==> config.mk <==
export PLATFORM = sky130hd
export DESIGN_NAME = key_click_double_long_detector
export DESIGN_NICKNAME = d
export VERILOG_FILES = /design/src/sv/kcd_pkg.sv /design/src/sv/key_click_double_long_detector.sv /design/src/sv/kcd_core.sv
export SDC_FILE = /design/constraint.sdc
export NUM_CORES = 1
export LEC_CHECK = 0
export BUFFER_PORTS_ARGS = -buffer_cell sky130_fd_sc_hd__buf_2
export CORE_MARGIN = 3
export CORE_UTILIZATION = 65
export DETAILED_ROUTE_END_ITERATION = 10
export GPL_ROUTABILITY_DRIVEN = 0
export GPL_TIMING_DRIVEN = 0
export PLACE_DENSITY = 0.93
export SLEW_MARGIN = 20
export SYNTH_ARGS = -nofsm -noshare
export SYNTH_HDL_FRONTEND = slang
export SYNTH_SLANG_ARGS = --single-unit
==> constraint.sdc <==
create_clock -name clk -period 11.6 [get_ports clk]
set_input_delay 1.74 -clock clk [delete_from_list [all_inputs] [get_ports clk]]
set_output_delay 1.74 -clock clk [all_outputs]
set_load 0.005 [all_outputs]
==> src/sv/kcd_pkg.sv <==
// ----------------------------------------------------------------------------
// kcd_pkg: shared types and constants for the key click detector
// Key phase and event codes, register indexes and threshold defaults.
// ----------------------------------------------------------------------------
package kcd_pkg;

  // Counter width default and threshold register width
  localparam int COUNT_WIDTH_DEF = 16;
  localparam int THR_W           = 16;
  localparam int CFG_IDX_W       = 2;

  // Threshold reset values
  localparam logic [THR_W-1:0] DEAD_TICKS_RST   = 16'd5;
  localparam logic [THR_W-1:0] DOUBLE_TICKS_RST = 16'd30;
  localparam logic [THR_W-1:0] HOLD_TICKS_RST   = 16'd100;

  // Register indexes on the config port
  localparam logic [CFG_IDX_W-1:0] REG_DEAD   = 2'd0;
  localparam logic [CFG_IDX_W-1:0] REG_DOUBLE = 2'd1;
  localparam logic [CFG_IDX_W-1:0] REG_HOLD   = 2'd2;

  // Key phase
  typedef enum logic [2:0] {
    PH_IDLE    = 3'd0,
    PH_CLICK   = 3'd1,
    PH_DOUBLE  = 3'd2,
    PH_LONG    = 3'd3,
    PH_PENDING = 3'd4
  } phase_t;

  // Reported event
  typedef enum logic [1:0] {
    EV_NONE   = 2'd0,
    EV_CLICK  = 2'd1,
    EV_DOUBLE = 2'd2,
    EV_LONG   = 2'd3
  } event_t;

  // Time thresholds handed to the core
  typedef struct packed {
    logic [THR_W-1:0] dead_ticks;
    logic [THR_W-1:0] double_ticks;
    logic [THR_W-1:0] hold_ticks;
  } thr_cfg_t;

endpackage

==> src/sv/key_click_double_long_detector.sv <==
// ----------------------------------------------------------------------------
// key_click_double_long_detector: click / double click / long press detector
// Input register, detector core and output register around one tick of work.
// ----------------------------------------------------------------------------
// Usage:
//   in_*   : one word per key sample tick, in_key_pressed = 1 when pressed.
//   out_*  : one word per input word, out_event_res = none, click, double
//            click or long press.
//   cfg_*  : threshold writes (0 dead_ticks, 1 double_ticks, 2 hold_ticks);
//            other indexes are dropped. Write only while the block is idle.
// Timing:
//   An accepted word sits in the input register and goes through the core
//   logic into the output register once the output slot is free, which
//   raises out_valid. One word is accepted every cycle while out_ready
//   does not stall the output; the single state update per tick is the
//   only loop and it closes through the core state registers.
// Reset:
//   rst_n (synchronous, low) empties both registers, clears counters and
//   phase, and loads the default thresholds 5, 30 and 100.
// Stall:
//   While out_ready is low the output word holds, the input register fills,
//   and in_ready drops; nothing is lost or repeated.
// ----------------------------------------------------------------------------
module key_click_double_long_detector #(
  parameter int COUNT_WIDTH = kcd_pkg::COUNT_WIDTH_DEF
) (
  input  logic                            clk,
  input  logic                            rst_n,
  input  logic                            in_valid,
  output logic                            in_ready,
  input  logic                            in_key_pressed,
  output logic                            out_valid,
  input  logic                            out_ready,
  output logic [1:0]                      out_event_res,
  input  logic                            cfg_valid,
  output logic                            cfg_ready,
  input  logic [kcd_pkg::CFG_IDX_W-1:0]   cfg_index,
  input  logic [kcd_pkg::THR_W-1:0]       cfg_data
);

  logic              in_valid_r;
  logic              key_r;
  logic              out_valid_r;
  kcd_pkg::event_t   event_r;
  kcd_pkg::event_t   event_nxt;
  kcd_pkg::thr_cfg_t thr_r;
  logic              advance;

  // Core step when a tick is held and the output slot is free
  assign advance  = in_valid_r && (!out_valid_r || out_ready);
  assign in_ready = !in_valid_r || advance;

  assign cfg_ready     = 1'b1;
  assign out_valid     = out_valid_r;
  assign out_event_res = event_r;

  // Threshold registers
  always_ff @(posedge clk) begin
    if (!rst_n) begin
      thr_r.dead_ticks   <= kcd_pkg::DEAD_TICKS_RST;
      thr_r.double_ticks <= kcd_pkg::DOUBLE_TICKS_RST;
      thr_r.hold_ticks   <= kcd_pkg::HOLD_TICKS_RST;
    end else if (cfg_valid) begin
      case (cfg_index)
        kcd_pkg::REG_DEAD:   thr_r.dead_ticks   <= cfg_data;
        kcd_pkg::REG_DOUBLE: thr_r.double_ticks <= cfg_data;
        kcd_pkg::REG_HOLD:   thr_r.hold_ticks   <= cfg_data;
        default: ;
      endcase
    end
  end

  // Input register
  always_ff @(posedge clk) begin
    if (!rst_n) begin
      in_valid_r <= 1'b0;
    end else if (in_ready) begin
      in_valid_r <= in_valid;
    end
  end

  always_ff @(posedge clk) begin
    if (in_valid && in_ready) begin
      key_r <= in_key_pressed;
    end
  end

  kcd_core #(
    .COUNT_WIDTH (COUNT_WIDTH)
  ) u_core (
    .clk         (clk),
    .rst_n       (rst_n),
    .step        (advance),
    .key_pressed (key_r),
    .thr         (thr_r),
    .event_nxt   (event_nxt)
  );

  // Output register
  always_ff @(posedge clk) begin
    if (!rst_n) begin
      out_valid_r <= 1'b0;
    end else if (advance) begin
      out_valid_r <= 1'b1;
    end else if (out_ready) begin
      out_valid_r <= 1'b0;
    end
  end

  always_ff @(posedge clk) begin
    if (advance) begin
      event_r <= event_nxt;
    end
  end

endmodule

==> src/sv/kcd_core.sv <==
// ----------------------------------------------------------------------------
// kcd_core: press/gap counters and key phase
// Holds the detector state, advances it by one tick when step is high and
// gives the event that tick causes.
// ----------------------------------------------------------------------------
module kcd_core #(
  parameter int COUNT_WIDTH = kcd_pkg::COUNT_WIDTH_DEF
) (
  input  logic               clk,
  input  logic               rst_n,
  input  logic               step,
  input  logic               key_pressed,
  input  kcd_pkg::thr_cfg_t  thr,
  output kcd_pkg::event_t    event_nxt
);

  // Compare width covers both counters and thresholds
  localparam int CMP_W = (COUNT_WIDTH > kcd_pkg::THR_W) ? COUNT_WIDTH : kcd_pkg::THR_W;

  logic [COUNT_WIDTH-1:0] press_r, press_nxt;
  logic [COUNT_WIDTH-1:0] gap_r, gap_nxt;
  kcd_pkg::phase_t        phase_r, phase_nxt;

  logic [COUNT_WIDTH-1:0] press_inc, gap_inc, press_eff;
  logic [CMP_W-1:0]       dead_x, dbl_x, hold_x;
  logic                   hold_hit, done_phase, enter_pend, in_pend;
  logic                   gap_timeout, late_click;

  // Saturating increments
  assign press_inc = (press_r == {COUNT_WIDTH{1'b1}}) ? press_r : press_r + 1'b1;
  assign gap_inc   = (gap_r == {COUNT_WIDTH{1'b1}}) ? gap_r : gap_r + 1'b1;

  assign dead_x = CMP_W'(thr.dead_ticks);
  assign dbl_x  = CMP_W'(thr.double_ticks);
  assign hold_x = CMP_W'(thr.hold_ticks);

  // Decision flags for this tick
  always_comb begin
    hold_hit   = (CMP_W'(press_inc) >= hold_x) && (phase_r != kcd_pkg::PH_LONG);
    done_phase = (phase_r == kcd_pkg::PH_LONG) || (phase_r == kcd_pkg::PH_DOUBLE) ||
                 (phase_r == kcd_pkg::PH_CLICK);
    enter_pend = (CMP_W'(press_r) >= dead_x) && (CMP_W'(press_r) < dbl_x) &&
                 (phase_r != kcd_pkg::PH_PENDING);
    in_pend    = enter_pend || (phase_r == kcd_pkg::PH_PENDING);
    press_eff  = enter_pend ? '0 : press_r;
    // gap window elapsed while waiting for a second press
    gap_timeout = in_pend && (CMP_W'(gap_inc) >= dbl_x);
    late_click  = !gap_timeout && (CMP_W'(press_eff) >= dead_x) &&
                  (CMP_W'(press_eff) < hold_x);
  end

  // Next state
  always_comb begin
    press_nxt = press_r;
    gap_nxt   = gap_r;
    phase_nxt = phase_r;
    if (key_pressed) begin
      if (hold_hit) begin
        phase_nxt = kcd_pkg::PH_LONG;
        press_nxt = '0;
      end else if (phase_r == kcd_pkg::PH_PENDING) begin
        phase_nxt = kcd_pkg::PH_DOUBLE;
        gap_nxt   = '0;
        press_nxt = '0;
      end else begin
        press_nxt = press_inc;
      end
    end else if (done_phase) begin
      // first release after an event
      phase_nxt = kcd_pkg::PH_IDLE;
      press_nxt = '0;
      gap_nxt   = '0;
    end else begin
      press_nxt = press_eff;
      if (in_pend) begin
        phase_nxt = kcd_pkg::PH_PENDING;
        gap_nxt   = gap_inc;
      end
      if (gap_timeout) begin
        phase_nxt = kcd_pkg::PH_CLICK;
        gap_nxt   = '0;
        press_nxt = '0;
      end else if (late_click) begin
        phase_nxt = kcd_pkg::PH_CLICK;
        press_nxt = '0;
      end
    end
  end

  // Event output
  always_comb begin
    event_nxt = kcd_pkg::EV_NONE;
    if (key_pressed) begin
      if (hold_hit) begin
        event_nxt = kcd_pkg::EV_LONG;
      end else if (phase_r == kcd_pkg::PH_PENDING) begin
        event_nxt = kcd_pkg::EV_DOUBLE;
      end
    end else if (!done_phase && (gap_timeout || late_click)) begin
      event_nxt = kcd_pkg::EV_CLICK;
    end
  end

  // State registers
  always_ff @(posedge clk) begin
    if (!rst_n) begin
      press_r <= '0;
      gap_r   <= '0;
      phase_r <= kcd_pkg::PH_IDLE;
    end else if (step) begin
      press_r <= press_nxt;
      gap_r   <= gap_nxt;
      phase_r <= phase_nxt;
    end
  end

endmodule

==> summary.md <==
The flow ran to the end, and the final reports show no timing, DRC or antenna violations. Entering global routing, the biggest net connects 19 pins. In the routed design, unresolved DRC markers number 0.

The routed design could run at a clock period as short as 5720 ps. When the netlist entered floorplanning its net count stood at 942. In this run, synthesis inferred 3 flip-flops with an integrated enable.

The logs give 380 ps for the clock latency on the worst-skew pair and 29 for the boundary pin count. The number of nets in the layout is 980. Clock tree synthesis inserted a total of 9 buffers. Setup repair after global routing left no endpoint under its margin. The logs give 653 for the DRC violation total after the first TritonRoute iteration and 2.91 nW for the reported leakage power. Traced cell by cell, the critical path runs through inv_1, ha_1, nand2b_1, a2111oi_0, o32a_1, nand3_1, and2_0, clkbuf_1, nor2b_1, ha_1, nor2b_1, o211ai_1, o2111ai_1, a2111oi_0, o21ai_0, o221a_2, nand2b_1, clkbuf_2, buf_4, a31oi_1. The largest single stage delay on the critical path is 560 ps.

The largest total area in the synthesized netlist belongs to sky130_fd_sc_hd__dfxtp_1. The measured slew at the worst slew-check pin is 1010 ps, and the share of the clock period used by the worst path after layout is 49.3%. The H-tree was split into 3 levels. The count of input and output buffers works out to 27. The kind of end point of the critical path is a register.

The worst clock skew came out at 18.1 ps. The number of endpoints with negative hold slack in the final report is 0. Most used flip-flop cell after synthesis: sky130_fd_sc_hd__dfxtp_1.

In the global route stage, met1 resource usage came out at 43.4%. The run gives 698 as the count of fill cells added during filler insertion. The total core area was 9420 um2; the initial antenna violation count was 0.

The tree is rooted in a sky130_fd_sc_hd__clkbuf_8. The switching power of the nets is 0.000192 W, and the setup TNS is 0 ps. TritonCTS built the clock tree. The share of the synthesized area in the top cell type is 26.5%, and the count of nets left with antenna violations after detail routing is 0. The part of the power in combinational logic was 13.0%; the worst slew slack as a fraction of its limit was 32.2%.

The clock sink total came out at 88. Ranked by total cell area, the synthesized netlist is headed by sky130_fd_sc_hd__dfxtp_1 (27%), sky130_fd_sc_hd__ha_1 (19%), sky130_fd_sc_hd__nand2_1 (8.8%). Internal power comes to 0.000425 W.

The HPWL after detailed placement is 13400 um. Wires add up to 17500 um. For the via count of the first global-routing pass, the log shows 5920.

Sequential cells account for 51.3% of the total power. Summing over every cut layer, the via total after detailed routing is 6216. The switching part of the total power works out to 31.1%.

The post-CTS clock slew at the launch and capture registers of the worst setup and hold paths is 100 ps, and the fraction of layout instances using a drive strength above 1 is 7.51%. For this run the aggregate overflow at the end of global routing stands at 0. The arrival time at the worst endpoint was 5940 ps; the required time reported for the critical path endpoint was 11820 ps.

In this run the deepest clock path goes through 2 buffers. The logs give 822 for the gate count of the mapped netlist and 0 for the number of instances resized during post-cts repair. The horizontal extent of the die is 105 um. For the post-placement cell area, the log shows 6710 um2. The largest individual stage delay along the critical path comes from the cell sky130_fd_sc_hd__a2111oi_0. The count of final max-slew check failures is 0. Via density per instance: 6.25. The tightest min-delay check is of the reg2reg type. The Yosys step of the flow raised 0 warnings. Global routing consumed, on the met2 layer, 51.8% of the routing resources. Cells fill 73.4% of the core in the end. The area growth from synthesis to layout is 7.72%. The floorplan step set the die height to 105 um.

The worst path meets setup with 5880 ps of slack. Share of flip-flops with an asynchronous set or reset after synthesis: 0%. Most congested layer reported by global routing: met2.

The worst setup path is launched from a register. After clock tree synthesis, the setup repair step added 0 buffers. The number of hold buffers added after cts came out at 0.

For this configuration, the core starts out at a cell density of 68.1%. Dividing the detail-routed wire length by the instance count gives 17.6 um. The post-route cell area is 6910 um2, and the number of synthesized register bits is 88. The clock network accounts for 35.8% of the total power. The logs give 6090 ps for the worst slack at placement and 7 for the number of search-and-repair iterations in the first detailed-routing pass. The die covers 11100 um2. The largest vdd supply drop is 0.0000713 V, and the sequential area share after synthesis is 27.9%. The logs give 56 for the count of distinct cell types in the synthesized netlist and 0.000616 W for the overall power consumption. The maximum fanout encountered on the critical timing path was 10. The combined global-route utilization of all metal layers is 32.7%.

For this design the ratio of total power to cell area is 89.2 nW/um2. The run gives 29200 um as the global-route wire length before repair. Global routing used 6.31% of the available met3 tracks.

In this run the cell area of the synthesized design comes to 6410 um2. The run gives 0 as the max-cap check violation count. The setup path with the least slack is of type reg2reg. The initialized floorplan defines 35 standard-cell rows.

The average instance in the mapped netlist occupies 7.80 um2. The repair_antennas step left the layout with diodes totalling 0. The count of final setup violators is 0, and the maximum clock frequency is 175 MHz.
cells by family (layout without fill, tap and decap cells):
| family | Yosys count | count (layout) | synth area share [%] |
|---|---|---|---|
| and+or+nand+nor | 304 | 304 | 23.2 |
| AOI/OAI and AO/OA | 218 | 218 | 20.7 |
| buffers and inverters | 90 | 133 | 5.83 |
| DFF | 88 | 88 | 27.9 |
| other | 1 | 1 | 0.0585 |
| adders and majority gates | 96 | 96 | 18.7 |
| muxes | 3 | 3 | 0.527 |
| xor gates and xnor gates | 22 | 22 | 3.00 |
worst max-delay path: cells and delay by family, from the launching register on:
kind                       cells  cell delay [ps]
AOI/OAI and AO/OA              8             2450
adders and majority gates      2              550
buffers and inverters          4              860
DFF                            1              550
and+or+nand+nor                6             1170
cell usage in the layout, fill, tap and decap left out, drive strengths merged, types with 7 or more instances in the layout:
master	synthesis	routed
and4	10	10
buf	12	39
nor2b	25	25
inv	54	57
o21a	9	9
a211oi	10	10
xnor2	21	21
and3	8	8
nand3	35	35
a21o	13	13
ha	96	96
a31oi	10	10
nand4	15	15
nand2	150	150
a21oi	112	112
nand2b	7	7
a2111oi	7	7
o21ai	28	28
o211ai	10	10
nor2	25	25
dfxtp	85	85
clkbuf	24	33
per-layer routing:
layer  share of wire (%)  wire length (um)
met1                  41              7150
met5                   0                 0
met2                  45              7860
met4                 4.3               745
met3                  10              1750
cell usage after synthesis, drive strengths merged, types with 4 or more instances:
library cell    n
nand2         150
a21oi         112
ha             96
dfxtp          85
inv            54
nand3          35
o21ai          28
nor2           25
nor2b          25
clkbuf         24
xnor2          21
nand4          15
a21o           13
buf            12
a211oi         10
a31oi          10
and4           10
o211ai         10
o21a            9
and3            8
a2111oi         7
nand2b          7
o22ai           6
or3             6
nor3b           5
and2            4
path summary, 6_finish.rpt:
path         slack, ps  depth (start not counted)         startpoint                 to
min reg2reg        460                          2          thr_r[28]          thr_r[28]
max               5880                         20  u_core.press_r[0]  u_core.press_r[2]
max reg2reg       5880                         20  u_core.press_r[0]  u_core.press_r[2]
min                460                          2          thr_r[28]          thr_r[28]
per-stage QoR:
| step | std cells | hold slack, ps |
|---|---|---|
| after floorplan | 822 | 436 |
| after global placement | 978 | 442 |
| after detailed placement | 978 | 446 |
| after CTS | 994 | 461 |
| after global routing | 994 | 477 |
| final | 994 | 461 |
final cells by class:
type	instances	area (um2)	share of cell area (%)
inverters	54	203	2.93
clock inverters	7	75.1	1.09
plain buffers	36	171	2.48
multi-input cells	644	4250	61.5
repair buffers	27	135	1.96
flip-flops and latches	88	1790	25.9
well taps	129	161	2.34
clock buffers	9	124	1.79
power by group through the flow:
| stage | registers [W] | clock network, W | logic, W |
|---|---|---|---|
| after floorplan | 0.000321 | 0 | 0.0000521 |
| after global placement | 0.000322 | 0 | 0.0000746 |
| after detailed placement | 0.000323 | 0 | 0.0000771 |
| after CTS | 0.000316 | 0.000221 | 0.0000781 |
| after global routing | 0.000317 | 0.000233 | 0.0000884 |
| final | 0.000316 | 0.000220 | 0.0000799 |
sequential cells by signal (all words and copies together) (netlist names):
signal / flops
key_r: 1
out_event_res: 2
out_valid: 1
in_valid_r: 1
u_core.gap_r: 16
u_core.phase_r: 3
thr_r: 48
u_core.press_r: 16
No activity file was read; power rests on OpenSTA's default activity.
